File: config.mk
export PLATFORM = sky130hd
export DESIGN_NAME = lbp_ram
export DESIGN_NICKNAME = d
export VERILOG_FILES = /design/src/rtl/core/lbp_ram.sv
export SDC_FILE = /design/constraint.sdc
export NUM_CORES = 1
export LEC_CHECK = 0
export BUFFER_PORTS_ARGS = -buffer_cell sky130_fd_sc_hd__buf_2
export CAP_MARGIN = 20
export CORE_UTILIZATION = 30
export CTS_BUF_LIST = sky130_fd_sc_hd__clkbuf_4 sky130_fd_sc_hd__clkbuf_8
export DETAILED_ROUTE_END_ITERATION = 10
export SYNTH_ARGS = -nofsm -noshare
export SYNTH_HDL_FRONTEND = slang
export SYNTH_SLANG_ARGS = --single-unit
File: constraint.sdc
create_clock -name clock -period 3.35 [get_ports clock]
set_input_delay 0.1675 -clock clock [delete_from_list [all_inputs] [get_ports clock]]
set_output_delay 0.1675 -clock clock [all_outputs]
set_load 0.005 [all_outputs]
File: src/rtl/core/lbp_ram.sv
// ----------------------------------------------------------------------------
// lbp_ram
// Generic single-write, single-read RAM with registered read data.
// ----------------------------------------------------------------------------
module lbp_ram #(
   parameter int WIDTH = 8,
   parameter int DEPTH = 16
) (
   input  logic                     clock,
   input  logic                     we,
   input  logic [$clog2(DEPTH)-1:0] waddr,
   input  logic [WIDTH-1:0]         wdata,
   input  logic                     re,
   input  logic [$clog2(DEPTH)-1:0] raddr,
   output logic [WIDTH-1:0]         rdata
);

   logic [WIDTH-1:0] mem_ff [DEPTH];
   logic [WIDTH-1:0] rdata_ff;

   always_ff @(posedge clock) begin
      if (we) begin
         mem_ff[waddr] <= wdata;
      end
      if (re) begin
         rdata_ff <= mem_ff[raddr];
      end
   end

   assign rdata = rdata_ff;

endmodule

**Word level (Yosys, flattened, before mapping)**

Memories as Yosys holds them, arrays and structs flattened. A register that Yosys moved wholly into a read port is not among the register bits.
Index checks and enable logic that the tools add are counted.

- Muxes and demuxes: 2

Operators by type and width:

| kind | count |
|---|---|
| 2-to-1 mux 1 bit | 2 |

- Flip-flop bits (word level): 0
- Bits in writable memories: 128
- Input bits: 19
- Logic and storage cells: 3
- Memories: 1

Memories:

| name | words | width | read ports | clocked after memory_dff | write ports | line | source |
|---|---|---|---|---|---|---|---|
| mem_ff | 16 | 8 | 1 | 1 | 1 | 18 | `logic [WIDTH-1:0] mem_ff [DEPTH];` |

**Logic depth before layout (Yosys ltp)**

Gate-level depths: netlist of the first run.

- Depth after elaboration: 2
- Mapped depth: 5
- Depth with buffers taken out: 3

**Least setup slack after synthesis of the first run**

OpenSTA, ideal clock, no wires.

- Kind: input-to-reg
- Start point: input waddr[2]
- End point: memory mem_ff[0][0] (enable)
- Arrival: 1.277 ns
- Required time: 2.967 ns
- Setup slack: 1.690 ns
- Cell stages on the path: 2
- Buffers on the path: 0
- Cell sequence: or3b_2 > nor3_1

RTL lines:

| element | line | source |
|---|---|---|
| start: declaration | 11 | `input logic [$clog2(DEPTH)-1:0] waddr,` |
| end: declaration | 18 |  |

No word-level cell before the write port.

==> results.yml, run 1 <==
power_and_ir_drop:
  p_leak_uw: 0.001961
  ir_drop_v: 0.0003363
  p_per_area_nw_per_um2: 593.2
  pwr-share-seq_pct: 53.7
  p_clk_share_pct: 41.5
  p_int_uw: 2872
  comb_power_share_pct: 4.8
  p_sw_share_pct: 19.76
  switchingPower_uw: 707.3
clock_tree:
  clkLatencyLatePin_ns: 0.43
  clock-root-buffer: "clkbuf_8"
  clock_sinks: 136
  cts_hold_buffers: 0
  cts_buffer_depth: 2
  cts_resized: 0
  clkSlewWorstSetupHoldPaths_ns: 0.07
  postCtsSetupBuffers: 0
  tritoncts: "built"
  cts_buffers: 17
  htreeDepth: 4
sta:
  setup_viol: 0
  max_slew_margin_pct: 28.28
  fin_crit_sh_pct: 50.56
  finalSetupTns_ns: 0
  hold_slack_ns: 0.07672
  clock_skew_ns: 0.007003
  slew_viol_final: 0
  max_freq_mhz: 590.4
  hold_viol_final: 0
  setup_ws_ns: 1.656
  min_period_ns: 1.694
  rsz0062_at_grt: "no"
  worst_slew_pin_slew_ns: 1.072
floorplan:
  dieWidth_um: 134.0
  rows: 47
  boundaryPins: 27
  start_util_pct: 31.08
  die_area_um2: 17960
  dieHeight_um: 134.0
  core_um2: 16820
critical_path:
  crit_path_start_kind: "input pin"
  crit_type: "input pin to flip-flop"
  worstPathRequired_ns: 3.52
  arrival_ns: 1.86
  worst_setup_path_end_kind: "flip-flop"
  critical_path.max_fanout: 18
global_route:
  grt_pass1_vias: 2564
  grt_use_total_pct: 12.62
  grt_pass1_wl_mm: 15.79
  grt-ovfl-total: 0
  antenna_found_initial: 0
  grt_max_degree: 33
detailed_routing:
  wl_per_cell_um: 21.09
  detail-route-antenna-nets: 0
  drc: 0
  drt_pass1_iterations: 4
  initialDrtViolationCount: 242
  wl_mm: 10.59
  vias: 2458
  viasPerCell: 4.896
placement:
  place_area_um2: 5589
  place_congestion: 0.7271
  place_ws_ns: 1.173
  dpl.hpwl_mm: 6.586
  port_buffers: 26
yosys:
  yosysWarnings: 0
  synthDistinctLibCells: 18
  yosysTopAreaCellShare_pct: 78.12
  synthFlopType: "edfxtp_1"
  synthCells: 229
  yosysTopAreaCell: "edfxtp_1"
  synth-async-reset-ratio_pct: 0
  ys_seq_elements: 136
  synth_fp_nets: 248
  synth_edf_count: 136
  avgSynthCellArea_um2: 22.83
  netlist_area_um2: 5228
  synth_commonest_cells: "136 x edfxtp_1, 18 x mux4_2, 16 x a22oi_1, 14 x mux4_1, 13 x nor2_1"
  synth_most_common_cell: "edfxtp_1"
  synthTopCellsByArea: "edfxtp_1 78%, mux4_2 7.8%, mux4_1 7.0%, a22oi_1 2.3%, nor2_1 0.93%"
  ys_seq_area_share_pct: 78.12
outcome:
  status: "finished, final reports clean"
min_path:
  hold_class: "input pin to flip-flop"
cells_and_area:
  area.growth.synth_to_final_pct: 15.41
  final_area_um2: 6033
  drive_gt1_share_pct: 28.72
  nNetsFinal: 288
  postLayoutCoreUtil_pct: 35.87
  n_fill_cell: 1574
  antenna-diode-count: 0
job:
  drv_cap: 0
[path summary, 6_finish.rpt]
path	endpoint	cells after the start	startpoint	slack (ns)
hold reg to reg	rdata[6]$_DFFE_PP_	3	mem_ff[13][6]$_DFFE_PP_	0.76
hold / removal	rdata[2]$_DFFE_PP_	1	re	0.08
setup / recovery	rdata[5]$_DFFE_PP_	5	raddr[0]	1.66
setup reg to reg	rdata[6]$_DFFE_PP_	3	mem_ff[3][6]$_DFFE_PP_	1.79
[power by group through the flow]
stage | Combinational, uW | Sequential (uW) | Clock (uW)
2_1_floorplan | 96.7 | 1960 | 0
3_3_place_gp | 169 | 1960 | 0
3_5_place_dp | 173 | 1960 | 0
4_1_cts | 173 | 1920 | 1510
5_1_grt | 185 | 1930 | 1580
6_report | 171 | 1920 | 1480
[logic make-up (layout without fill, tap and decap cells)]
| family | count (synthesis) | after routing | share of synthesized area [%] |
|---|---|---|---|
| and+or+nand+nor | 35 | 35 | 3.136 |
| buffers and inverters | 10 | 63 | 1.651 |
| muxes | 32 | 32 | 14.79 |
| DFF | 136 | 136 | 78.12 |
| AOI/OAI and AO/OA | 16 | 16 | 2.298 |
[sequential cells by signal (all words and copies together), names as in the netlist]
name / cells
mem_ff: 128
rdata: 8
[worst max-delay path, cell delays in order]
cell     delay (ns)
buf_2          0.48
buf_4          0.34
mux4_1         0.57
a22oi_1        0.21
nand2_1        0.09
[through the flow]
| stage | power [uW] | instances |
|---|---|---|
| floorplan | 2057 | 229 |
| CTS | 3612 | 502 |
| global placement | 2129 | 470 |
| finish | 3579 | 502 |
| detailed placement | 2135 | 470 |
| global route | 3694 | 502 |
[cell type report]
type / instances / area (um^2) / share of cell area [%]
tap: 220 / 275.3 / 4.562
timing repair buffer: 31 / 167.7 / 2.779
clock inverter: 14 / 202.7 / 3.360
sequential: 136 / 4084 / 67.69
multi-input combinational: 83 / 1062 / 17.61
clock buffer: 18 / 241.5 / 4.002
[routing by layer]
metal / vias to the layer above / part of all wire [%] / track usage (%)
met5: - / 0 / 0
met4: 0 / 0.90 / 3.977
met3: 9 / 8.4 / 3.704
met2: 86 / 44 / 18.31
met1: 1298 / 46 / 18.17
li1: 1065 / - / -
[cells in the final DEF, fill, tap and decap left out, types with 3 or more instances in the layout]
| cell | n |
|---|---|
| buf_2 | 26 |
| nor2_1 | 13 |
| bufinv_16 | 5 |
| clkbuf_8 | 17 |
| mux4_2 | 18 |
| buf_4 | 5 |
| nor3_1 | 3 |
| a22oi_1 | 16 |
| clkinv_2 | 4 |
| edfxtp_1 | 136 |
| nand2_1 | 9 |
| mux4_1 | 14 |
(Power assumes the default switching activity.)
==> run 2, diff against run 1 <==
--- a/config.mk
+++ b/config.mk
@@ -5,6 +5,7 @@
 export SDC_FILE = /design/constraint.sdc
 export NUM_CORES = 1
 export LEC_CHECK = 0
+export ABC_AREA = 1
 export BUFFER_PORTS_ARGS = -buffer_cell sky130_fd_sc_hd__buf_2
 export CAP_MARGIN = 20
 export CORE_UTILIZATION = 30
==> constraint.sdc (replaced) <==
create_clock -name clock -period 1.76 [get_ports clock]
set_input_delay 0.088 -clock clock [delete_from_list [all_inputs] [get_ports clock]]
set_output_delay 0.088 -clock clock [all_outputs]
set_load 0.005 [all_outputs]
==> run 2 against run 1 <==
Effect of this change: power is 72% higher; clock skew is 0.0013 ns higher; first-iteration DRC count is 36% higher; flip-flop and latch count stayed put; combinational power grew to 2.6 times the previous value; global-route usage is 0.72 points higher; register-to-register slack worse by 1.1 ns; synthesized cell count is 140% higher; largest cell class unchanged.
==> results.yml, run 2 <==
power_and_ir_drop:
  p_leak_uw: 0.002843
  p_per_area_nw_per_um2: 922.1
  total_power_uw: 6159
  ir_drop_v: 0.0005806
critical_path:
  rr_startpoint: "mem_ff[7][3]$_DFFE_PP_"
  critical_path.startpoint: "rdata[6]$_DFFE_PP_"
  arrival_ns: 1.04
  critical_path.max_fanout: 1
  crit_type: "flip-flop to output port"
  path_delay_family: "flip-flops"
  cpMaxStageDelayCell: "edfxtp_1"
  critPathMaxStageDelay_ns: 0.44
  worstPathRequired_ns: 1.67
  worst_setup_path_end_kind: "output port"
  crit_buf_inv: 1
  crit_chain: "buf_2"
  crit_path_start_kind: "flip-flop"
yosys:
  yosysTopAreaCell: "edfxtp_1"
  synth_commonest_cells: "173 x nand2_1, 136 x edfxtp_1, 100 x inv_1, 97 x nand3_1, 17 x nor2_1"
  avgSynthCellArea_um2: 10.61
  netlist_area_um2: 5847
  yosysTopAreaCellShare_pct: 69.85
  synthFlopType: "edfxtp_1"
  synthCells: 551
  synth_fp_nets: 570
  synth_edf_count: 136
  synth_most_common_cell: "nand2_1"
  ys_seq_area_share_pct: 69.85
  synthDistinctLibCells: 11
  yosysWarnings: 0
  synth-async-reset-ratio_pct: 0
  ys_seq_elements: 136
  synthTopCellsByArea: "edfxtp_1 70%, nand2_1 11%, nand3_1 8.3%, inv_1 6.4%, buf_6 1.2%"
cells_and_area:
  seq_area_um2: 4084
  nNetsFinal: 616
  largest_reg_flops: 128
  top_register: "mem_ff"
  multi_input_area_um2: 1214
  drive_gt1_share_pct: 12.83
  final_cell_mix: "173 x nand2_1, 136 x edfxtp_1, 100 x inv_1"
  antenna-diode-count: 0
  n_fill_cell: 1915
  area.growth.synth_to_final_pct: 14.23
  final_common_cell: "nand2_1"
job:
  drv_cap: 0
floorplan:
  dieHeight_um: 141.6
  boundaryPins: 27
  die_area_um2: 20050
  start_util_pct: 30.95
  rows: 50
  dieWidth_um: 141.6
  core_um2: 18890
sta:
  min_period_ns: 1.127
  clock_skew_ns: 0.008345
  max_freq_mhz: 887.3
  worst_slew_pin_slew_ns: 0.3306
  setup_ws_ns: 0.6330
  setup_viol: 0
  slew_viol_final: 0
  max_slew_margin_pct: 77.96
  rsz0062_at_grt: "no"
  hold_slack_ns: 0.04865
  finalSetupTns_ns: 0
  hold_viol_final: 0
  fin_crit_sh_pct: 64.03
detailed_routing:
  vias: 3745
  drc: 0
  viasPerCell: 4.315
  wl_mm: 12.43
  initialDrtViolationCount: 328
  wl_per_cell_um: 14.32
  detail-route-antenna-nets: 0
  drt_pass1_iterations: 4
global_route:
  grt_max_degree: 42
  grt_use_total_pct: 13.34
  antenna_found_initial: 1
  grt-ovfl-total: 0
  grt_pass1_vias: 3543
  grt_pass1_wl_mm: 19.52
clock_tree:
  cts_hold_buffers: 0
  tritoncts: "built"
  clkLatencyLatePin_ns: 0.43
  clkSlewWorstSetupHoldPaths_ns: 0.07
  postCtsSetupBuffers: 0
  cts_resized: 0
  clock-root-buffer: "clkbuf_8"
  cts_buffers: 17
  clock_sinks: 136
  cts_buffer_depth: 2
  htreeDepth: 4
placement:
  dpl.hpwl_mm: 7.960
  place_ws_ns: 0.4523
  place_congestion: 0.7837
  port_buffers: 26
min_path:
  hp-start: "re"
  hold_class: "input pin to flip-flop"
outcome:
  status: "finished, final reports clean"
==> run 2: stage by stage <==
stage               util [%]  cells  cell area (um^2)
detailed placement     33.74    838              6374
floorplan                  -    551              5847
CTS                    35.35    868              6679
finish                 35.35    868              6679
global placement       33.74    838              6374
global route           35.35    868              6679
==> run 2: cell type report <==
class | count | area share (%)
timing repair buffer | 51 | 5.508
tap | 260 | 4.871
sequential | 136 | 61.15
clock buffer | 22 | 4.065
inverter | 102 | 5.732
multi-input combinational | 289 | 18.17
clock inverter | 8 | 0.5058
==> run 2: where the power goes <==
| part | internal [uW] | leakage [uW] | switching (uW) |
|---|---|---|---|
| logic | 141 | 0.00144 | 296 |
| clock network | 1000 | 0.000165 | 1050 |
| registers | 3650 | 0.00124 | 22.2 |
==> run 2: cells by family after synthesis <==
logic type    synth area share, %
simple gates                20.76
flops                       69.85
buf+inv                     9.394
==> run 2: layer usage <==
layer / part of all wire [%] / routed length [um] / GRT usage, %
met3: 9.3 / 1150 / 3.847
met5: 0.064 / 8 / 0
met1: 45 / 5566 / 17.99
met2: 44 / 5459 / 20.12
met4: 1.9 / 241 / 5.490
==> run 2: final timing paths <==
kind                              to  slack [ns]  cells after the start
hold / removal    rdata[1]$_DFFE_PP_        0.05                      1
hold reg to reg   rdata[6]$_DFFE_PP_        0.74                      6
setup reg to reg  rdata[3]$_DFFE_PP_        0.66                      6
setup / recovery            rdata[6]        0.63                      1
