$ cat src/rtl/core/lbp_pkg.sv
// ----------------------------------------------------------------------------
// lbp_pkg
// Shared types, constants and code tables for the 3x3 LBP stream block.
// ----------------------------------------------------------------------------
package lbp_pkg;

   localparam int PIXEL_BITS      = 8;
   localparam int CODE_BITS       = 8;
   localparam int CFG_SIZE_BITS   = 11;
   localparam int CSR_ADDR_BITS   = 4;
   localparam int CSR_DATA_BITS   = 32;
   localparam int DEF_MAX_WIDTH   = 1024;
   localparam int DEF_MAX_HEIGHT  = 1024;
   localparam int MIN_SIZE        = 3;
   localparam int CODE_COUNT      = 256;

   localparam logic [CFG_SIZE_BITS-1:0] RESET_WIDTH  = 11'd640;
   localparam logic [CFG_SIZE_BITS-1:0] RESET_HEIGHT = 11'd480;

   // Register index, taken from paddr[3:2]. Index 3 holds no register.
   typedef enum logic [1:0] {
      REG_IMAGE_WIDTH  = 2'd0,
      REG_IMAGE_HEIGHT = 2'd1,
      REG_CODE_MODE    = 2'd2
   } reg_index_type;

   typedef enum logic [1:0] {
      MODE_RAW      = 2'd0,
      MODE_RI_MIN   = 2'd1,
      MODE_RI_INDEX = 2'd2,
      MODE_UNIFORM  = 2'd3
   } code_mode_type;

   // Per-item position flags handed from the position counters downstream.
   typedef struct packed {
      logic emit;
      logic row_last;
      logic frame_last;
   } flags_type;

   typedef logic [CODE_BITS-1:0] lut_type [CODE_COUNT];

   function automatic logic [7:0] rot_right(input logic [7:0] v, input int n);
      logic [7:0] res;
      res = (v >> n) | (v << (8 - n));
      return res;
   endfunction

   function automatic logic [7:0] rot_min(input logic [7:0] v);
      logic [7:0] best;
      logic [7:0] t;
      best = v;
      for (int n = 1; n < 8; n++) begin
         t = rot_right(v, n);
         if (t < best) best = t;
      end
      return best;
   endfunction

   function automatic int hops(input logic [7:0] v);
      logic [7:0] d;
      int cnt;
      d = v ^ rot_right(v, 1);
      cnt = 0;
      for (int i = 0; i < 8; i++) cnt += int'(d[i]);
      return cnt;
   endfunction

   function automatic lut_type build_ri_min_lut();
      lut_type lut;
      for (int v = 0; v < CODE_COUNT; v++) lut[v] = rot_min(8'(v));
      return lut;
   endfunction

   // Position of the rotation minimum among all rotation minima, ascending.
   function automatic lut_type build_ri_index_lut();
      lut_type lut;
      logic [7:0] m;
      int idx;
      for (int v = 0; v < CODE_COUNT; v++) begin
         m = rot_min(8'(v));
         idx = 0;
         for (int u = 0; u < CODE_COUNT; u++) begin
            if (u < int'(m) && rot_min(8'(u)) == 8'(u)) idx++;
         end
         lut[v] = 8'(idx);
      end
      return lut;
   endfunction

   // Uniform codes get labels 1..58 in increasing code order, all others 0.
   function automatic lut_type build_uniform_lut();
      lut_type lut;
      int lab;
      lab = 1;
      for (int v = 0; v < CODE_COUNT; v++) begin
         if (hops(8'(v)) <= 2) begin
            lut[v] = 8'(lab);
            lab++;
         end else begin
            lut[v] = '0;
         end
      end
      return lut;
   endfunction

   localparam lut_type RI_MIN_LUT   = build_ri_min_lut();
   localparam lut_type RI_INDEX_LUT = build_ri_index_lut();
   localparam lut_type UNIFORM_LUT  = build_uniform_lut();

endpackage

$ cat src/rtl/core/lbp_window.sv
// ----------------------------------------------------------------------------
// lbp_window
// Two past columns of the 3x3 window and the eight neighbour comparisons.
// ----------------------------------------------------------------------------
module lbp_window (
   input  logic                           clock,
   input  logic                           reset,
   input  logic                           advance,
   input  logic [lbp_pkg::PIXEL_BITS-1:0] top,
   input  logic [lbp_pkg::PIXEL_BITS-1:0] mid,
   input  logic [lbp_pkg::PIXEL_BITS-1:0] pixel,
   output logic [lbp_pkg::CODE_BITS-1:0]  raw_code
);
   import lbp_pkg::*;

   // Entries 0..2 are the newer column (top, middle, bottom), 3..5 the older.
   logic [PIXEL_BITS-1:0] win_ff [6];
   logic [PIXEL_BITS-1:0] ctr;

   assign ctr = win_ff[1];

   // Top-left is bit 7, then clockwise around the centre.
   always_comb begin
      raw_code[7] = win_ff[3] >= ctr;
      raw_code[6] = win_ff[0] >= ctr;
      raw_code[5] = top       >= ctr;
      raw_code[4] = mid       >= ctr;
      raw_code[3] = pixel     >= ctr;
      raw_code[2] = win_ff[2] >= ctr;
      raw_code[1] = win_ff[5] >= ctr;
      raw_code[0] = win_ff[4] >= ctr;
   end

   always_ff @(posedge clock) begin
      if (reset) begin
         for (int i = 0; i < 6; i++) win_ff[i] <= '0;
      end else if (advance) begin
         win_ff[3] <= win_ff[0];
         win_ff[4] <= win_ff[1];
         win_ff[5] <= win_ff[2];
         win_ff[0] <= top;
         win_ff[1] <= mid;
         win_ff[2] <= pixel;
      end
   end

endmodule

$ cat config.mk
export PLATFORM = sky130hd
export DESIGN_NAME = lbp_window
export DESIGN_NICKNAME = d
export VERILOG_FILES = /design/src/rtl/core/lbp_pkg.sv /design/src/rtl/core/lbp_window.sv
export SDC_FILE = /design/constraint.sdc
export NUM_CORES = 1
export LEC_CHECK = 0
export ABC_AREA = 1
export BUFFER_PORTS_ARGS = -buffer_cell sky130_fd_sc_hd__clkbuf_2
export CAP_MARGIN = 20
export CORE_MARGIN = 2
export CORE_UTILIZATION = 40
export DETAILED_ROUTE_END_ITERATION = 7
export GPL_TIMING_DRIVEN = 1
export PLACE_DENSITY_LB_ADDON = 0.12
export SKIP_CTS_REPAIR_TIMING = 1
export SYNTH_ARGS = -nofsm -noshare
export SYNTH_HDL_FRONTEND = slang
export SYNTH_SLANG_ARGS = --single-unit
$ cat constraint.sdc
create_clock -name clock -period 3.6 [get_ports clock]
set_clock_uncertainty 0.15 [all_clocks]
set_input_delay 0.36 -clock clock [delete_from_list [all_inputs] [get_ports clock]]
set_output_delay 0.36 -clock clock [all_outputs]
set_load 0.02 [all_outputs]
# Word-level counts from Yosys, hierarchy flattened
# Memories as Yosys holds them, arrays and structs flattened.
# Cells that the tools add are included.
dict set report word_totals {
  input_bits 27
  n_memories 1
  out_inout_bits 8
  ramBits 48
  register_bits 0
}
# memory depth width rd rd_ports_with_merged_regs wr line
set memory_table {}
lappend memory_table {win_ff 6 8 6 0 6 lbp_window.sv:17} ;# logic [PIXEL_BITS-1:0] win_ff [6];
dict set report op_classes {
  n_bitwise 6
  mux 11
  n_lt_le_gt_ge 8
}
# operator n
set op_table {}
lappend op_table {{>= comparator 8 bit} 8}
lappend op_table {{two-way mux 8 bit} 6}
lappend op_table {{OR 1 bit} 6}
lappend op_table {{two-way mux 1 bit} 5}

# Longest topological paths before layout
# Gate-level depths: netlist of the first run.
dict set report logic_depth {
  word_depth 4
  depth_mapped 9
  depth_no_buf 9
}

# Worst setup path before layout of the first run
# Ideal clock, no wire load.
dict set report synth_timing {
  path_type {flip-flop to output port}
  startpoint {memory win_ff[1][5], in the netlist win_ff[0][13]}
  endpoint {output port raw_code[7] (netlist bit)}
  path_slack_ns 1.842
  arrival_ns 1.248
  path_stages_with_launch 7
  cell_sequence {edfxtp_1 -> inv_1 -> ha_1 -> a21oi_1 -> nor2_1 -> nor2_1 -> nand3_1}
}
# element line
set synth_rtl {}
lappend synth_rtl {{from (decl)} lbp_window.sv:17}
lappend synth_rtl {{to (decl)} lbp_window.sv:12} ;# output logic [lbp_pkg::CODE_BITS-1:0] raw_code

==> results.tsv, run 1 <==
stage	metric	value	unit
synthesis	synth_top_cell_area_share	42.87	%
synthesis	synth_fp_nets	469	
grt	grt_max_degree	49	
worst_setup_path	cp-startpoint	win_ff[0][11]$_SDFFCE_PN0P_	
grt	overflow	0	
floorplanning	start_util	41.12	%
synthesis	synth_compound_gate_area_share	4.168	%
hold_path	hold_depth	3	
power_and_ir_drop	vdd_drop_max	0.1652	mV
layout	drive_gt1_share	12.98	%
sta	final.period_utilization	66.24	%
sta	rsz0062_at_grt	false	
hold_path	hp-start	pixel[6]	
synthesis	ys_seq_elements	48	
layout	largestRegisters	win_ff x48	
route	avgRoutedWirePerCell	11.94	um
synthesis	avgSynthCellArea	8.894	um^2
synthesis	synth_top_family_by_area	adder cells	
sta	finalSetupTns	0	ns
place	place.gp.congestion	0.7074	
sta	final-hold-violation-count	0	
power_and_ir_drop	seqPwrFrac	50.3	%
synthesis	synthAdderAreaFrac	23.82	%
route	dr.pass1.iters	4	
synthesis	yosys_most_used_dff	edfxtp_1	
sta	final_max_slew_viol_count	0	
route	routed_wirelength	6.221	mm
synthesis	yosys.area_share.simple	18.46	%
sta	fmax	0.4193	GHz
grt	grt_usage	15.44	%
grt	grt_pass1_wl	10.65	mm
worst_setup_path	path_delay_family	buffers and inverters	
synthesis	ys_seq_area_share	42.87	%
layout	largest_register	win_ff	
sta	setup_viol	0	
worst_setup_path	path_class	reg -> out	
sta	min_period	2.385	ns
synthesis	synth_area_leader_cell	edfxtp_1	
synthesis	synth_xor_area_share	0	%
route	viasPerCell	4.585	
place	port_buffers	34	
power_and_ir_drop	combPwrFrac	26.2	%
route	num_vias	2389	
run_status	outcome	finished, final reports clean	
clocking	insertion_delay	0.30	ns
grt	antenna_found_initial	0	
clocking	clock-sinks	48	
power_and_ir_drop	clockPowerShare	23.5	%
floorplanning	core	8175	um^2
worst_setup_path	crit_path_max_incr_delay	0.38	ns
clocking	cts_tree	built	
clocking	clockBufferDepth	2	
layout	fin_cells	521	
power_and_ir_drop	p_int	926.1	uW
layout	antenna_cells	0	
synthesis	muxShareOfSynthArea	0	%
synthesis	synth.cell_area	3362	um^2
worst_setup_path	worstPathRequired	3.09	ns
worst_setup_path	crit_cells	7	
route	drc	0	
synthesis	postSynth.asyncResetShare	0	%
layout	area_delta_synth_final	10.68	%
worst_setup_path	critPathBufInv	2	
floorplanning	die_width	95.68	um
worst_setup_path	cp.arrival	1.87	ns
worst_setup_path	crit_path_start_kind	flop	
power_and_ir_drop	p_sw_share	30.86	%
place	dp_hpwl	4.469	mm
floorplanning	die_y	95.68	um
layout	largest_register_ffs	48	
clocking	path_clk_slew	0.09	ns
worst_setup_path	r2r_cells	2	
sta	max-slew-margin-rel	59.50	%
clocking	root_buffer	clkbuf_8	
synthesis	synth_area_leaders	edfxtp_1, ha_1, inv_1, nand2_1, nor2_1	
hold_path	holdCritPathClass	in -> reg	
synthesis	synth_edf_count	48	
clocking	cts_made_buffers	5	
worst_setup_path	rr_startpoint	win_ff[0][11]$_SDFFCE_PN0P_	
clocking	cts-htree-levels	2	
worst_setup_path	cp_common_cell	nand2_1	
place	dp.cells	513	
power_and_ir_drop	powerDensity	360.0	nW/um^2
worst_setup_path	critPathMaxFanout	9	
run	cap_viol_max_count	0	
route	drt_iter0_drc	92	
synthesis	yosysWarnings	0	
route	antenna_left	0	
worst_setup_path	end_kind	output port	
power_and_ir_drop	switchingPower	413.4	uW
floorplanning	rows	33	
power_and_ir_drop	total_leakage_power	1.984	nW
sta	worst_pin_slew	0.6075	ns
floorplanning	dieArea	9155	um^2
synthesis	synth_cell_types	16	
worst_setup_path	crit_chain	inv_1, ha_1, a21oi_1, nand2_1, nand2_1, nand2_1, clkbuf_2	
layout	nets	507	
synthesis	yosysMostFrequentCell	inv_1	
worst_setup_path	crit_slowest_cell	edfxtp_1	
synthesis	synthCells	378	
grt	grt_pass1_vias	2308	
floorplanning	io_pins	35	
synthesis	synthTopCellsByCount	inv_1, nand2_1, ha_1, nor2_1, edfxtp_1	
-- worst register-to-register path: cells and delay by family (launching register included) --
kind / cells / cell delay, ns
DFF: 1 / 0.38
and+or+nand+nor: 1 / 0.10
buffers and inverters: 1 / 0.35
-- cells by family after synthesis --
logic type	count (synthesis)
AND/OR/NAND/NOR	154
buffers and inverters	88
adder cells (fa/ha/maj)	64
flip-flops	48
AO/OA/AOI/OAI	24
-- placed cells by master (no fill, tap or decap) --
| cell type | instances |
|---|---|
| clkbuf_1 | 1 |
| ha_1 | 64 |
| edfxtp_1 | 48 |
| buf_4 | 1 |
| a21o_1 | 1 |
| nor2_2 | 10 |
| buf_12 | 1 |
| inv_1 | 83 |
| nand2_2 | 1 |
| clkbuf_8 | 5 |
| nand3_1 | 8 |
| a21oi_1 | 16 |
| clkbuf_2 | 34 |
| nand4_1 | 1 |
| o21a_1 | 7 |
| nor2_1 | 55 |
| or2_2 | 1 |
| nand2_1 | 78 |
| clkinv_2 | 1 |
-- per-layer routing --
layer | GRT usage [%] | routed length [um] | vias up
met4 | 5.238 | 95 | 0
met2 | 27.21 | 3115 | 37
met5 | 0 | 0 | -
met1 | 18.94 | 2751 | 1072
met3 | 2.767 | 258 | 9
li1 | - | - | 1271
-- worst paths after layout --
kind,slack (ns),to
max,1.22,raw_code[3]
max reg2reg,2.38,win_ff[0][35]$_SDFFCE_PN0P_
min reg2reg,0.43,win_ff[0][40]$_SDFFCE_PN0P_
min,0.23,win_ff[0][22]$_SDFFCE_PN0P_
-- layout make-up --
type	instances	area, um^2
Fill cell	824	4454
Tap cell	105	131.4
Timing Repair Buffer	36	197.7
Clock inverter	1	5.005
Multi-Input combinational cell	242	1562
Clock buffer	6	72.57
Sequential cell	48	1441
Inverter	83	311.5
-- stage by stage --
stage / util, % / setup WS (ns) / power, mW / area, um^2 / hold slack, ns
after global placement: 44.32 / 1.528 / 1.034 / 3623 / 0.4118
final: 45.52 / 1.215 / 1.340 / 3721 / 0.2267
after detailed placement: 44.32 / 1.508 / 1.043 / 3623 / 0.4181
after CTS: 45.27 / 1.162 / 1.357 / 3701 / 0.2192
after global routing: 45.52 / 1.050 / 1.443 / 3721 / 0.2372
after floorplan: - / 1.842 / 0.9403 / 3362 / 0.3842
-- power groups by stage --
stage	clock, mW	combinational [mW]	sequential (mW)
detailed placement	0	0.356	0.688
floorplan	0	0.258	0.682
CTS	0.324	0.359	0.675
finish	0.315	0.351	0.674
global route	0.345	0.418	0.679
global placement	0	0.347	0.687
(Power assumes the default switching activity.)
==> run 2: changes to the inputs <==
==> constraint.sdc (replaced) <==
create_clock -name clock -period 2.5 [get_ports clock]
set_clock_uncertainty 0.15 [all_clocks]
set_input_delay 0.25 -clock clock [delete_from_list [all_inputs] [get_ports clock]]
set_output_delay 0.25 -clock clock [all_outputs]
set_load 0.02 [all_outputs]
==> results.tsv, run 2 (synthesized netlist as in run 1, its figures left out) <==
stage	metric	value	unit	change
sta	fmax	0.4425	GHz	
hold_path	hold_depth	3		unchanged
worst_setup_path	rr_startpoint	win_ff[0][15]$_SDFFCE_PN0P_		
sta	rsz0062_at_grt	false		
grt	grt.met2_usage	27.62	%	+0.41 points
place	place.gp.congestion	0.7546		+6.7%
sta	worst_pin_slew	0.5535	ns	-0.05404 ns
grt	grt_usage	15.03	%	-0.41 points
floorplanning	core	8175	um^2	unchanged
clocking	clockBufferDepth	2		unchanged
floorplanning	start_util	41.12	%	unchanged
grt	grt_pass1_vias	2278		-1.3%
sta	max-slew-margin-rel	62.97	%	+3.5 points
layout	nets	508		+0.20%
worst_setup_path	path_class	reg -> out		
clocking	cts_tree	built		
floorplanning	die_y	95.68	um	unchanged
route	drc	0		unchanged
worst_setup_path	crit_cells	7		unchanged
worst_setup_path	crit_path_max_incr_delay	0.37	ns	about the same
clocking	clock-sinks	48		unchanged
hold_path	hold_end	win_ff[0][21]$_SDFFCE_PN0P_		
sta	min_period	2.260	ns	
sta	timing.hold.ws	0.1221	ns	-0.1047 ns
place	port_buffers	34		unchanged
layout	largestRegisters	win_ff x48		
layout	area_delta_synth_final	10.98	%	
layout	largest_register	win_ff		
hold_path	hp-start	pixel[5]		
clocking	path_clk_slew	0.08	ns	about the same
worst_setup_path	critPathBufInv	2		unchanged
sta	final.period_utilization	90.39	%	
worst_setup_path	path_delay_family	buffers and inverters		
grt	overflow	0		unchanged
route	routed_wirelength	6.122	mm	-1.6%
clocking	insertion_delay	0.30	ns	about the same
run	cap_viol_max_count	0		unchanged
grt	grt_use_met1	17.76	%	-1.2 points
worst_setup_path	crit_chain	inv_1, ha_1, nand2_1, nor2_1, nand4_1, nand3_1, clkbuf_2		
hold_path	holdCritPathClass	in -> reg		
worst_setup_path	crit_path_start_kind	flop		
sta	final_max_slew_viol_count	0		unchanged
layout	mostFrequentLayoutCells	inv_1, nand2_1, ha_1		
layout	antenna_cells	0		unchanged
layout	largest_register_ffs	48		unchanged
route	viasPerCell	4.577		-0.17%
worst_setup_path	worstPathRequired	2.10	ns	-0.99 ns
clocking	root_buffer	clkbuf_8		
sta	setup_viol	0		unchanged
route	drt_iter0_drc	87		-5.4%
grt	antenna_found_initial	0		unchanged
run_status	outcome	finished, final reports clean		
clocking	cts-htree-levels	2		unchanged
worst_setup_path	r2r_cells	2		unchanged
worst_setup_path	ff2ff_setup_slack	1.30	ns	-1.08 ns
worst_setup_path	end_kind	output port		
layout	final_common_cell	inv_1		
floorplanning	dieArea	9155	um^2	unchanged
route	dr.pass1.iters	4		unchanged
sta	finalSetupTns	0	ns	unchanged
worst_setup_path	crit_slowest_cell	edfxtp_1		
floorplanning	rows	33		unchanged
sta	final-hold-violation-count	0		unchanged
place	dp_hpwl	4.614	mm	+3.3%
route	num_vias	2394		+0.21%
layout	fillers	831		+0.85%
floorplanning	die_width	95.68	um	unchanged
worst_setup_path	worst_r2r_endpoint	win_ff[0][39]$_SDFFCE_PN0P_		
clocking	cts_made_buffers	5		unchanged
power_and_ir_drop	total_leakage_power	1.988	nW	+0.17%
route	avgRoutedWirePerCell	11.71	um	-2.0%
route	antenna_left	0		unchanged
grt	grt_max_degree	26		-47%
floorplanning	io_pins	35		unchanged
power_and_ir_drop	vdd_drop_max	0.2642	mV	+60%
grt	met3_usage	2.767	%	unchanged
grt	busiest_layer	met2		
worst_setup_path	critPathMaxFanout	9		unchanged
worst_setup_path	cp.arrival	1.86	ns	about the same
power_and_ir_drop	powerDensity	516.8	nW/um^2	+44%
layout	drive_gt1_share	12.92	%	-0.062 points
grt	grt_pass1_wl	10.36	mm	-2.8%
## run 2: power by group
group	total, mW	switching [mW]	leakage [nW]	internal (mW)
registers	0.971	0.0243	0.527	0.946
clock network	0.453	0.258	0.0399	0.196
logic	0.504	0.308	1.42	0.196
total	1.93	0.590	1.99	1.34
## run 2: layout make-up
type	instances	area, um^2	area share, %
repair buffers	37	205.2	5.500
flip-flops and latches	48	1441	38.63
well taps	105	131.4	3.521
multi-input cells	242	1562	41.85
clock inverters	1	3.754	0.1006
clock buffers	7	76.32	2.046
inverters	83	311.5	8.350
## run 2: worst max-delay path by stage
stage | to | slack (ns) | start
finish | raw_code[7] | 0.24 | win_ff[0][15]$_SDFFCE_PN0P_
floorplan | raw_code[7] | 0.85 | win_ff[0][13]$_SDFFCE_PN0P_
CTS | raw_code[7] | 0.16 | win_ff[0][15]$_SDFFCE_PN0P_
global route | raw_code[7] | 0.1 | win_ff[0][15]$_SDFFCE_PN0P_
global placement | raw_code[7] | 0.55 | win_ff[0][15]$_SDFFCE_PN0P_
detailed placement | raw_code[7] | 0.50 | win_ff[0][15]$_SDFFCE_PN0P_
## run 2: per-layer routing
metal | vias to the layer above | part of all wire [%]
met1 | 1082 | 45
li1 | 1273 | -
met3 | 6 | 3.1
met4 | 0 | 1.3
met5 | - | 0
met2 | 33 | 51
## run 2: metrics by stage
step                      cell area [um^2]  power (mW)  utilization (%)  worst slack [ns]  cells
final                                 3731       1.928            45.64            0.2403    523
after global routing                  3731       2.074            45.64           0.09544    523
after CTS                             3731       1.960            45.64            0.1648    523
after detailed placement              3651       1.507            44.66            0.4950    515
after global placement                3651       1.491            44.66            0.5496    515
after floorplan                       3362       1.354                -            0.8519    378
## run 2: worst reg2reg max path, cell delays in order, from the launching register on
cell	delay, ns
edfxtp_1	0.37
inv_1	0.34
nor2_1	0.09
