[src/rtl/core/lbp_pkg.sv]
// ----------------------------------------------------------------------------
// lbp_pkg
// Shared types, constants and code tables for the 3x3 LBP stream block.
// ----------------------------------------------------------------------------
package lbp_pkg;

   localparam int PIXEL_BITS      = 8;
   localparam int CODE_BITS       = 8;
   localparam int CFG_SIZE_BITS   = 11;
   localparam int CSR_ADDR_BITS   = 4;
   localparam int CSR_DATA_BITS   = 32;
   localparam int DEF_MAX_WIDTH   = 1024;
   localparam int DEF_MAX_HEIGHT  = 1024;
   localparam int MIN_SIZE        = 3;
   localparam int CODE_COUNT      = 256;

   localparam logic [CFG_SIZE_BITS-1:0] RESET_WIDTH  = 11'd640;
   localparam logic [CFG_SIZE_BITS-1:0] RESET_HEIGHT = 11'd480;

   // Register index, taken from paddr[3:2]. Index 3 holds no register.
   typedef enum logic [1:0] {
      REG_IMAGE_WIDTH  = 2'd0,
      REG_IMAGE_HEIGHT = 2'd1,
      REG_CODE_MODE    = 2'd2
   } reg_index_type;

   typedef enum logic [1:0] {
      MODE_RAW      = 2'd0,
      MODE_RI_MIN   = 2'd1,
      MODE_RI_INDEX = 2'd2,
      MODE_UNIFORM  = 2'd3
   } code_mode_type;

   // Per-item position flags handed from the position counters downstream.
   typedef struct packed {
      logic emit;
      logic row_last;
      logic frame_last;
   } flags_type;

   typedef logic [CODE_BITS-1:0] lut_type [CODE_COUNT];

   function automatic logic [7:0] rot_right(input logic [7:0] v, input int n);
      logic [7:0] res;
      res = (v >> n) | (v << (8 - n));
      return res;
   endfunction

   function automatic logic [7:0] rot_min(input logic [7:0] v);
      logic [7:0] best;
      logic [7:0] t;
      best = v;
      for (int n = 1; n < 8; n++) begin
         t = rot_right(v, n);
         if (t < best) best = t;
      end
      return best;
   endfunction

   function automatic int hops(input logic [7:0] v);
      logic [7:0] d;
      int cnt;
      d = v ^ rot_right(v, 1);
      cnt = 0;
      for (int i = 0; i < 8; i++) cnt += int'(d[i]);
      return cnt;
   endfunction

   function automatic lut_type build_ri_min_lut();
      lut_type lut;
      for (int v = 0; v < CODE_COUNT; v++) lut[v] = rot_min(8'(v));
      return lut;
   endfunction

   // Position of the rotation minimum among all rotation minima, ascending.
   function automatic lut_type build_ri_index_lut();
      lut_type lut;
      logic [7:0] m;
      int idx;
      for (int v = 0; v < CODE_COUNT; v++) begin
         m = rot_min(8'(v));
         idx = 0;
         for (int u = 0; u < CODE_COUNT; u++) begin
            if (u < int'(m) && rot_min(8'(u)) == 8'(u)) idx++;
         end
         lut[v] = 8'(idx);
      end
      return lut;
   endfunction

   // Uniform codes get labels 1..58 in increasing code order, all others 0.
   function automatic lut_type build_uniform_lut();
      lut_type lut;
      int lab;
      lab = 1;
      for (int v = 0; v < CODE_COUNT; v++) begin
         if (hops(8'(v)) <= 2) begin
            lut[v] = 8'(lab);
            lab++;
         end else begin
            lut[v] = '0;
         end
      end
      return lut;
   endfunction

   localparam lut_type RI_MIN_LUT   = build_ri_min_lut();
   localparam lut_type RI_INDEX_LUT = build_ri_index_lut();
   localparam lut_type UNIFORM_LUT  = build_uniform_lut();

endpackage

[src/rtl/core/lbp_encoder.sv]
// ----------------------------------------------------------------------------
// lbp_encoder
// Maps a raw pattern code to the output code selected by the mode register.
// ----------------------------------------------------------------------------
module lbp_encoder (
   input  logic [lbp_pkg::CODE_BITS-1:0] raw_code,
   input  lbp_pkg::code_mode_type        mode,
   output logic [lbp_pkg::CODE_BITS-1:0] code
);
   import lbp_pkg::*;

   always_comb begin
      case (mode)
         MODE_RAW:      code = raw_code;
         MODE_RI_MIN:   code = RI_MIN_LUT[raw_code];
         MODE_RI_INDEX: code = RI_INDEX_LUT[raw_code];
         MODE_UNIFORM:  code = UNIFORM_LUT[raw_code];
         default:       code = raw_code;
      endcase
   end

endmodule

[config.mk]
export PLATFORM = sky130hd
export DESIGN_NAME = lbp_encoder
export DESIGN_NICKNAME = d
export VERILOG_FILES = /design/src/rtl/core/lbp_pkg.sv /design/src/rtl/core/lbp_encoder.sv
export SDC_FILE = /design/constraint.sdc
export NUM_CORES = 1
export LEC_CHECK = 0
export ABC_AREA = 1
export BUFFER_PORTS_ARGS = -buffer_cell sky130_fd_sc_hd__clkbuf_2
export CAP_MARGIN = 10
export CORE_AREA = 2 2 100 102
export DETAILED_ROUTE_END_ITERATION = 12
export DIE_AREA = 0 0 102 104
export SYNTH_ARGS = -nofsm -noshare
export SYNTH_HDL_FRONTEND = slang
export SYNTH_SLANG_ARGS = --single-unit
export TNS_END_PERCENT = 30
[constraint.sdc]
create_clock -name vclk -period 1.7
set_input_delay 0.17 -clock vclk [all_inputs]
set_output_delay 0.17 -clock vclk [all_outputs]
set_load 0.02 [all_outputs]
After elaboration in Yosys (flattened, before gate mapping)
Memories as Yosys holds them, arrays and structs flattened.
Index checks and enable logic that the tools add are counted.
W data, S select, Z words.
- ROM bits: 6144
- memories kept: 3
- input bits: 10
- register bits: 0
- memories (name ; depth ; bits a word ; rd ports ; clocked after memory_dff ; write ports ; line ; source):
    (no name shown) ; 256 ; 8 ; 1 ; 0 ; 0 ; lbp_encoder.sv:17 ; MODE_UNIFORM: code = UNIFORM_LUT[raw_code];
    (no name shown) ; 256 ; 8 ; 1 ; 0 ; 0 ; lbp_encoder.sv:16 ; MODE_RI_INDEX: code = RI_INDEX_LUT[raw_code];
    (no name shown) ; 256 ; 8 ; 1 ; 0 ; 0 ; lbp_encoder.sv:15 ; MODE_RI_MIN: code = RI_MIN_LUT[raw_code];
- magnitude comparators: 1
- reductions and logical operators: 1
- bitwise gates (word level): 1
- equality and inequality tests: 3
- muxes and demuxes: 7
- operators with widths (cell ; count):
    $mux W8 ; 6
    $pmux W8 S4 ; 1
    $ge A9 B9 Y1 const B ; 1
    $not A8 Y9 ; 1
    $eq A2 B2 Y1 const B ; 2
    $eq A2 B1 Y1 const B ; 1
    $logic_not A2 Y1 ; 1

Longest topological paths before layout
Gate-level depths: netlist (run 1).
- depth after elaboration: 5
- mapped depth: 16
- depth with buffers taken out: 14

Worst setup path after synthesis (run 1)
No wires, ideal clock.
- kind: input to output
- start point: in raw_code[0] (netlist name)
- end point: out code[0] (netlist name)
- stages: 14
- buffers on the path: 1
- arrival time: 1855 ps
- setup slack: -325 ps
- cell sequence: buf_2 inv_2 ha_1 inv_1 nand2_1 nand3_1 nand2_1 nand2_1 nand2_1 o21ai_1 nand2_1 nand2_1 nand3_1 a21oi_1
- longest elaborated chain between the ends: 5
- RTL lines (element ; line ; source):
    start, declared ; lbp_encoder.sv:6 ; input logic [lbp_pkg::CODE_BITS-1:0] raw_code,
    $not A8 Y9 (not written as such) ; lbp_encoder.sv:15, lbp_encoder.sv:16, lbp_encoder.sv:17 ;
    $mem_v2 Z256 W8, on equally long branches ; - ;
    $mux W8, on equally long branches (2 in a row) ; lbp_encoder.sv:17, lbp_encoder.sv:15, lbp_encoder.sv:16 ;
    $pmux W8 S4 (*) ; lbp_encoder.sv:13 ; case (mode)
    end, declared ; lbp_encoder.sv:8 ; output logic [lbp_pkg::CODE_BITS-1:0] code
Mark *: on every way between the ends. The rest lies on a longest branch, timed or not. The select of a mux whose other input is x is not followed.

Worst setup path after layout (run 1)
- start point: in raw_code[1] (netlist name)
- end point: out code[4] (netlist name)
- longest elaborated chain between the ends: 5
- RTL lines (element ; line):
    $not A8 Y9 (not written as such) (*) ; lbp_encoder.sv:15, lbp_encoder.sv:16, lbp_encoder.sv:17
    $mem_v2 Z256 W8, on equally long branches ; -
    $mux W8, on equally long branches (2 in a row) ; lbp_encoder.sv:17, lbp_encoder.sv:15, lbp_encoder.sv:16
    $pmux W8 S4 (*) ; lbp_encoder.sv:13
Marks and branches as above.

==> results.ini, run 1 <==
[die]
die_h_um=104
core_area_um2=9549
boundaryPins=18
die_x_um=102
die-area_um2=10610
start_util=0.3932
rows=36

[grt]
grt_pass1_vias=6766
antenna_found_initial=0
grt_max_degree=21
track_usage=0.5138
grt_overflow_total=0
grt_pass1_wl_mm=40.50

[setup_path]
cp_slowest_stage_delay_ps=280
worstSetupPathType=in2out
cp_slowest_cell=o21a_1
start_kind=input pin
end_kind=output pin
crit_fanout=6
path_cells=clkbuf_16, buf_4, nand2_1, buf_4, nand3_1, o21a_1, nand2_1, nand3_1, a21o_1, nand4_1, buf_6
arrival_ps=1900
required_ps=1530

[place]
port_buffers=18
dp_hpwl_mm=21.09
placed_area_um2=5664
gp_congestion=1.194
dp.cells=1109

[drt]
drtAntennaViolNets=0
via_per_inst=6.504
wl_mm=28.25
vias=7278
avgRoutedWirePerCell_um=25.24
drc_errors=0
firstDrtPassIters=7
first_iter_violations=1060

[sta]
relSlewSlack=0.6763
hold_violations=0
tightest_slew_ps=485.1
period_needed_ps=2074
whs_ps=700.5
rsz0062_at_grt=yes
layout_setup_ws_ps=-374.5
period_share=1.220
timing.fmax_mhz=482.0
drv_slew=0
setup_viol=7

[synthesis]
syn_inst=781
synth_xor_area_frac=0
postSynthAreaPerCell_um2=4.808
synth.distinct_cells=32
synth_top_family_by_area=simple AND/OR/NAND/NOR gates
synth-adder-area-share=0.06998
synth_nets=812
yosysWarnings=0
synth-compound-area-share=0.2386
synth-simple-area-share=0.5588
syn_area_um2=3755
seq_area_frac_synth=0
synthMuxAreaShare=0

[hold_path]
hold_path.class=in2out

[final_layout]
drive_gt1_frac=0.4067
nClkBuffers=0
seq_cells=0
finish.instance_area_um2=6599
fillers=928
n_antenna_cell=0
seqCellArea_um2=0
syn_to_final_growth_pct=75.74
finalNonFillerCells=1119
final_nets=1019

[power]
leakagePower_nw=3.274
ir_worst_vdd_mv=0.2016
power.density_nw_per_um2=320.4

[job]
cap_violations=0

[run_status]
violations=negative setup slack
status=complete, but fails checks

## power breakdown
part	internal (mW)	leakage, nW	switching (mW)
registers	0	0	0
clock network	0	0	0
logic	0.857	3.27	1.26
## Yosys cell counts (3+ instances only)
cell type	count	share of area
o211ai_1	11	0.022
o21ai_1	11	0.015
o21a_1	3	0.0060
a21oi_1	50	0.067
buf_6	7	0.021
a31oi_1	6	0.010
inv_2	11	0.011
buf_4	10	0.020
ha_1	21	0.070
nand4_1	15	0.025
nor2_2	5	0.0083
buf_2	20	0.027
nand3b_1	6	0.012
o31ai_1	5	0.010
nand2_1	266	0.27
o21ai_0	68	0.091
nor2_1	84	0.084
nand3_1	104	0.14
nor3_1	4	0.0053
nand2_2	9	0.015
clkbuf_1	7	0.0070
inv_1	44	0.044
o22ai_1	3	0.0050
## through the flow
step	setup slack, ps	TNS (ps)	utilization	power [mW]
finish	-374.5	-2121	0.6910	2.114
floorplan	0.2635	0	-	0.8272
detailed placement	-545.1	-3343	0.5932	1.683
CTS	-283.2	-1683	0.6444	1.844
global placement	-521.8	-3261	0.5932	1.692
global route	-447.1	-2538	0.6910	2.178
## worst max-delay path, delay by kind of cell
kind | cells | cell delay, ps
AOI/OAI and AO/OA | 2 | 470
buffers and inverters | 4 | 640
and+or+nand+nor | 5 | 630
## cell type report
type / instances / area, um2 / share of cell area
Inverter: 56 / 267.8 / 0.04058
Multi-Input combinational cell: 679 / 3877 / 0.5876
Tap cell: 133 / 166.4 / 0.02522
Timing Repair Buffer: 251 / 2287 / 0.3466
## cell families (layout without fill, tap and decap cells)
logic type,Yosys count,count (layout)
and+or+nand+nor,495,495
AOI/OAI and AO/OA,163,163
buffers and inverters,102,307
adders and majority gates,21,21
## cells in the final DEF, fill, tap and decap left out, drive strengths merged
| cell type | count |
|---|---|
| buf | 234 |
| a41oi | 1 |
| and2 | 1 |
| o211ai | 11 |
| a21o | 1 |
| o221ai | 1 |
| nand4 | 15 |
| o21a | 3 |
| bufbuf | 1 |
| nor2 | 89 |
| a31oi | 6 |
| nand3 | 104 |
| clkbuf | 16 |
| clkinv | 1 |
| inv | 55 |
| o21ai | 80 |
| a21oi | 50 |
| nor3 | 4 |
| nand3b | 6 |
| ha | 21 |
| nand2 | 276 |
| o31ai | 5 |
| o2111ai | 2 |
| o22ai | 3 |
## worst paths after layout
check | start | to | slack [ps] | depth (start not counted)
worst min-delay path | mode[1] | code[7] | 700 | 3
worst max-delay path | raw_code[1] | code[4] | -370 | 11
## routing by layer
| metal | global-route usage | up-vias | wire length (um) |
|---|---|---|---|
| li1 | - | 3032 | - |
| met2 | 0.7265 | 771 | 11050 |
| met3 | 0.1828 | 278 | 4499 |
| met1 | 0.6372 | 3197 | 9590 |
| met4 | 0.3571 | 0 | 3105 |
| met5 | 0 | - | 0 |
## timing repair
action | in CTS | in global routing
cloned | 1 | 1
hold buffers | 0 | 0
resized for setup | 121 | 115
pin swaps | 15 | 38
buffers inserted | 4 | 4
setup endpoints to repair | 8 | 7
(Power assumes the default switching activity.)
==> inputs of run 2 (changes only) <==
RECOVER_POWER = 100   (was unset)
clock period = 2.3 ns   (was 1.7 ns; I/O delays follow)
==> run 2 against run 1 <==
Net effect:
- the flow now finishes without violations
- cell area shrank 20%
- first-iteration DRC count up 8.3%
- global-route usage fell by 3.0 points
- final cell count is 7.2% lower
- sequential share of layout area is the same
- wire length decreased by 7.5%
- critical path depth rose by 3
- worst hold slack better by 110 ps
- clock-buffer cell count unchanged
- largest cell class unchanged
- largest power group unchanged
==> results.ini, run 2 (synthesis results as in run 1) <==
[place]
dp_hpwl_mm=20.14  ; -4.5%
port_buffers=18  ; unchanged
dp_slack_ps=-134.7  ; +410.4 ps
dp.cells=1031  ; -7.0%
gp_congestion=1.154  ; -3.4%

[job]
cap_violations=0  ; unchanged

[die]
die_x_um=102  ; unchanged
rows=36  ; unchanged
die_h_um=104  ; unchanged
boundaryPins=18  ; unchanged
core_area_um2=9549  ; unchanged
die-area_um2=10610  ; unchanged
start_util=0.3932  ; unchanged

[sta]
drv_slew=0  ; unchanged
period_needed_ps=2287
rsz0062_at_grt=yes
period_share=0.9943
tightest_slew_ps=667.4  ; +182.3 ps
relSlewSlack=0.5546  ; -0.1217
timing.fmax_mhz=437.3
hold_violations=0  ; unchanged
layout_setup_ws_ps=13.06  ; +387.6 ps
setup_viol=0  ; -7

[setup_path]
crit_buf_inv=4  ; unchanged
worstSetupPathType=in2out
end_kind=output pin
crit_top_cell=nand2_1
path_delay_family=simple AND/OR/NAND/NOR gates
cp_slowest_cell=ha_4
required_ps=2070  ; +540 ps
path_cells=buf_4, inv_6, ha_4, nand2_1, buf_4, a21oi_1, nor2_1, o21ai_0, nand3_1, nand2_1, nand2_1, nand2_1, nand3b_1, clkbuf_2
arrival_ps=2060  ; +160 ps
crit_fanout=5  ; -1
cp_slowest_stage_delay_ps=290  ; about the same
start_kind=input pin

[final_layout]
finalNonFillerCells=1038  ; -7.2%
syn_to_final_growth_pct=41.19
drive_gt1_frac=0.2751  ; -0.1316
seq_cells=0  ; unchanged
final_common_cell=nand2_1
final_core_util=0.5552  ; -0.1359
nClkBuffers=0  ; unchanged
final_nets=938  ; -7.9%
final_cell_mix=nand2_1, buf_4, nand3_1, nor2_1, o21ai_0
n_antenna_cell=0  ; unchanged
seqCellArea_um2=0  ; unchanged

[power]
finalPower_mw=1.266  ; -40%
leakagePower_nw=2.672  ; -18%
power.density_nw_per_um2=238.7  ; -25%
ir_worst_vdd_mv=0.1678  ; -17%

[grt]
track_usage=0.4838  ; -0.03001
antenna_found_initial=0  ; unchanged
grt_pass1_vias=6209  ; -8.2%
grt_pass1_wl_mm=38.35  ; -5.3%
grt_max_degree=31  ; +48%
grt_overflow_total=0  ; unchanged

[drt]
via_per_inst=6.430  ; -1.1%
vias=6674  ; -8.3%
avgRoutedWirePerCell_um=25.17  ; -0.30%
drtAntennaViolNets=0  ; unchanged
drc_errors=0  ; unchanged
wl_mm=26.12  ; -7.5%
first_iter_violations=1148  ; +8.3%
firstDrtPassIters=7  ; unchanged

[hold_path]
hold_path.class=in2out

[run_status]
status=finished clean

## run 2: cell count changes in the layout (fill, tap and decap cells not counted), moves of 5 or more
| cell | delta |
|---|---|
| o21ai_1 | -17 |
| nand2_2 | -15 |
| o21ai_0 | +20 |
| nor2_2 | -5 |
| nand3_2 | -15 |
| nand2_1 | +30 |
| nor2_1 | +9 |
| nand3_1 | +14 |
| buf_12 | -13 |
| nand2_4 | -13 |
| buf_4 | -61 |
## run 2: worst paths after layout
| check | slack [ps] | to | start | cells past startpoint |
|---|---|---|---|---|
| worst max-delay path | 10 | code[5] | raw_code[1] | 14 |
| worst min-delay path | 810 | code[7] | mode[1] | 3 |
## run 2: layout make-up
type / instances / area [um2]
Inverter: 56 / 231.5
Tap cell: 133 / 166.4
Timing Repair Buffer: 170 / 1411
Fill cell: 1047 / 4248
Multi-Input combinational cell: 679 / 3492
## run 2: repair_timing
action / CTS / global route
pin swaps: 1 / 10
hold buffers: 0 / 0
setup endpoints to repair: 6 / 6
gates resized for setup: 23 / 85
gates cloned: 0 / 2
buffers inserted: 0 / 5
## run 2: metrics by stage
stage | cell area [um2] | hold WS, ps | TNS, ps
final | 5301 | 809.3 | 0
after global placement | 4900 | 799.9 | -466.8
after floorplan | 3755 | 543.1 | 0
after detailed placement | 4900 | 807.4 | -478.0
after CTS | 4975 | 807.8 | -10.01
after global routing | 5301 | 828.8 | -54.59
## run 2: metal layers
layer	vias to the layer above	share of wire	global-route usage
met5	-	0	0
met4	0	0.084	0.2686
met3	180	0.17	0.1808
met2	686	0.40	0.6861
met1	2953	0.35	0.6219
li1	2855	-	-
## run 2: where the power goes
part           switching [mW]  internal, mW
Combinational           0.815         0.451
Clock                       0             0
Sequential                  0             0
Total                   0.815         0.451
==> inputs of run 3 (changes only) <==
ABC_AREA = unset   (was 1)
CORE_AREA = 2 2 97 71   (was 2 2 100 102)
DIE_AREA = 0 0 99 73   (was 0 0 102 104)
PLACE_DENSITY = 0.84   (was unset)
==> run 3 against run 2 <==
Net effect:
- the run now fails in 5_1_grt
- synthesized cell count is 14% lower
- synthesized area grew 9.9%
==> results.ini, run 3 <==
[place]
port_buffers=18  ; unchanged
dp_slack_ps=-754.8  ; -620.1 ps
dp.cells=903  ; -12%
dp_hpwl_mm=20.86  ; +3.5%
gp_congestion=1.463  ; +27%

[synthesis]
yosysWarnings=0  ; unchanged
synth_most_common_cell=a21oi_1
synth.distinct_cells=73  ; +130%
syn_area_um2=4126  ; +9.9%
synth_commonest_cells=a21oi_1, o21ai_0, nand2_1, nor2_1, clkbuf_1
syn_inst=671  ; -14%
synth_nets=702  ; -14%
synth.area.top_cells=a21oi_1, o21ai_0, ha_1
seq_area_frac_synth=0  ; unchanged
synth_area_leader_cell=a21oi_1
postSynthAreaPerCell_um2=6.150  ; +28%
synth_top_cell_area_share=0.08005  ; -0.1859

[run_status]
status=did not finish
error=[ERROR GRT-0116] Global routing finished with congestion. Check the congestion regions in the DRC Viewer.
haltStage=5_1_grt

[die]
rows=25  ; -31%
die_x_um=99  ; -2.9%
boundaryPins=18  ; unchanged
start_util=0.6435  ; +0.2503
die_h_um=73  ; -30%

[grt]
track_usage=0.9740
grt_overflow_total=328
grt_max_degree=30
grt_pass1_vias=9077
grt_pass1_wl_mm=53.58

[clock_tree]
cts_hold_buf=0  ; unchanged

## run 3: logic make-up after synthesis
| kind of cell | synth area share |
|---|---|
| muxes | 0.03214 |
| and+or+nand+nor | 0.3044 |
| buffers and inverters | 0.1143 |
| adders and majority gates | 0.06367 |
| AOI/OAI and AO/OA | 0.4833 |
| xor gates and xnor gates | 0.002123 |
## run 3: metrics by stage
stage	utilization	instance area, um2	TNS (ps)
after floorplan	-	4322	-683.2
after global placement	0.9003	5773	-1936
after detailed placement	0.9003	5773	-3260
after CTS	0.9475	6076	-1648
## run 3: metal layers
layer | overflow | global-route usage
met5 | 9 | 0.6014
met1 | 17 | 0.9365
met3 | 27 | 0.8621
met4 | 100 | 1.056
met2 | 175 | 1.110
## run 3: timing repair
action,4_1_cts
buffers inserted,5
pin swaps,26
hold endpoints to repair,0
setup endpoints to repair,7
gates resized for setup,61
==> inputs of run 4 (changes only) <==
CORE_AREA = 2 2 105 107   (was 2 2 97 71)
DIE_AREA = 0 0 107 109   (was 0 0 99 73)
PLACE_DENSITY = unset   (was 0.84)
PLACE_DENSITY_LB_ADDON = 0.15   (was unset)
==> run 4 against run 3 <==
Net effect:
- the flow now finishes, with violations (negative setup slack)
- synthesized cell count stayed put
- synthesized area unchanged
==> results.ini, run 4 <==
[grt]
grt_max_degree=26
grt_overflow_total=0
grt_pass1_wl_mm=41.17
grt_pass1_vias=6775
track_usage=0.4672
antenna_found_initial=0

[final_layout]
fillers=983
nClkBuffers=0
final_cell_mix=buf_4, a21oi_1, nand2_1, o21ai_0, nor2_1
final_common_cell=buf_4
n_antenna_cell=0
finish.instance_area_um2=6599
drive_gt1_frac=0.4169
final_core_util=0.6224
seqCellArea_um2=0
seq_cells=0
final_nets=899
syn_to_final_growth_pct=59.92

[synthesis]
synth_most_common_cell=a21oi_1
synth_nets=702  ; unchanged
yosysWarnings=0  ; unchanged
synth_area_leader_cell=a21oi_1
syn_area_um2=4126  ; unchanged
synth_top_cell_area_share=0.08005  ; unchanged
synth.distinct_cells=73  ; unchanged
seq_area_frac_synth=0  ; unchanged
syn_inst=671  ; unchanged
postSynthAreaPerCell_um2=6.150  ; unchanged
synth_commonest_cells=a21oi_1, o21ai_0, nand2_1, nor2_1, clkbuf_1
synth.area.top_cells=a21oi_1, o21ai_0, ha_1

[sta]
timing.fmax_mhz=382.7
period_needed_ps=2613
hold_violations=0
rsz0062_at_grt=yes
tightest_slew_ps=725.4
setup_viol=6
layout_setup_ws_ps=-313.2
setup_tns_ps=-1424
drv_slew=0
period_share=1.136
relSlewSlack=0.5146

[place]
dp_hpwl_mm=21.00  ; +0.69%
gp_congestion=1.145  ; -22%
port_buffers=18  ; unchanged
placed_area_um2=6152  ; +6.6%

[power]
clock_power_share=0
combPwrFrac=1.000
ir_worst_vdd_mv=0.1831
power_switching_mw=0.8564
p_sw_frac=0.5644
power.density_nw_per_um2=229.9
p_int_mw=0.6609
sequentialPowerShare=0
leakagePower_nw=2.769

[hold_path]
hold_path.class=in2out
whs_endpoint=code[6]
hp-start=mode[1]
hold_depth=4

[die]
die-area_um2=11660
core_area_um2=10600
die_h_um=109  ; +49%
rows=38  ; +52%
start_util=0.3892  ; -0.2543
die_x_um=107  ; +8.1%
boundaryPins=18  ; unchanged

[drt]
first_iter_violations=1325
firstDrtPassIters=6
avgRoutedWirePerCell_um=27.61
vias=7127
drc_errors=0
drtAntennaViolNets=0
wl_mm=27.78
via_per_inst=7.084

[setup_path]
required_ps=2070
start_kind=input pin
worstSetupPathType=in2out
end_kind=output pin
crit_fanout=7
arrival_ps=2380

[run_status]
status=complete, but fails checks
violations=negative setup slack

[job]
cap_violations=0

[run 4: cell counts after synthesis]
No cell type changed its count.
[run 4: worst max-delay path by stage]
stage | endpoint | startpoint | slack, ps | cells after the start
after floorplan | code[1] | raw_code[2] | -140 | 11
after global placement | code[1] | raw_code[0] | -540 | 10
after detailed placement | code[3] | raw_code[0] | -630 | 10
after CTS | code[1] | raw_code[1] | -230 | 12
after global routing | code[5] | raw_code[1] | -350 | 11
final | code[1] | raw_code[0] | -310 | 10
[run 4: cell families after synthesis]
kind of cell,count (synthesis),share of synthesized area
compound gates,296,0.4833
xor+xnor,1,0.002123
mux,10,0.03214
buf+inv,98,0.1143
fa+ha+maj,21,0.06367
simple gates,245,0.3044
[run 4: what timing repair did]
action | 4_1_cts | 5_1_grt
setup buffers | 3 | 2
hold endpoints to repair | 0 | 0
endpoints found under the setup margin | 6 | 6
pin swaps | 12 | 16
gates cloned | 1 | 0
hold buffers | 0 | 0
gates resized for setup | 53 | 41
[run 4: stage by stage]
| stage | hold slack (ps) | total power [mW] | instances | setup slack [ps] |
|---|---|---|---|---|
| after floorplan | 793.9 | 0.6689 | 671 | -143.2 |
| after global placement | 982.0 | 1.309 | 1001 | -542.5 |
| after detailed placement | 987.6 | 1.314 | 1001 | -625.5 |
| after CTS | 990.5 | 1.389 | 1005 | -229.8 |
| after global routing | 1048 | 1.559 | 1006 | -352.8 |
| final | 1023 | 1.517 | 1006 | -313.2 |
[run 4: cell type report]
class	count	area, um2	area share
repair buffers	281	2321	0.3517
inverters	12	60.06	0.009101
well taps	140	175.2	0.02655
multi-input cells	573	4043	0.6126
[run 4: critical path, stage by stage]
cell	delay, ps
clkbuf_8	160
ha_4	210
buf_4	170
or2_4	260
a21oi_1	150
a311oi_1	70
nor3_2	350
a311oi_2	170
or4_4	460
buf_8	150
[run 4: metal layers]
| metal | up-vias | GRT usage | share of wire |
|---|---|---|---|
| met3 | 213 | 0.1405 | 0.15 |
| met1 | 3186 | 0.5830 | 0.36 |
| li1 | 2972 | - | - |
| met4 | 0 | 0.2885 | 0.080 |
| met2 | 756 | 0.7038 | 0.41 |
| met5 | - | 0 | 0 |
[run 4: power by group through the flow]
stage / Clock (mW) / Sequential [mW] / Combinational, mW
floorplan: 0 / 0 / 0.669
global placement: 0 / 0 / 1.31
detailed placement: 0 / 0 / 1.31
CTS: 0 / 0 / 1.39
global route: 0 / 0 / 1.56
finish: 0 / 0 / 1.52
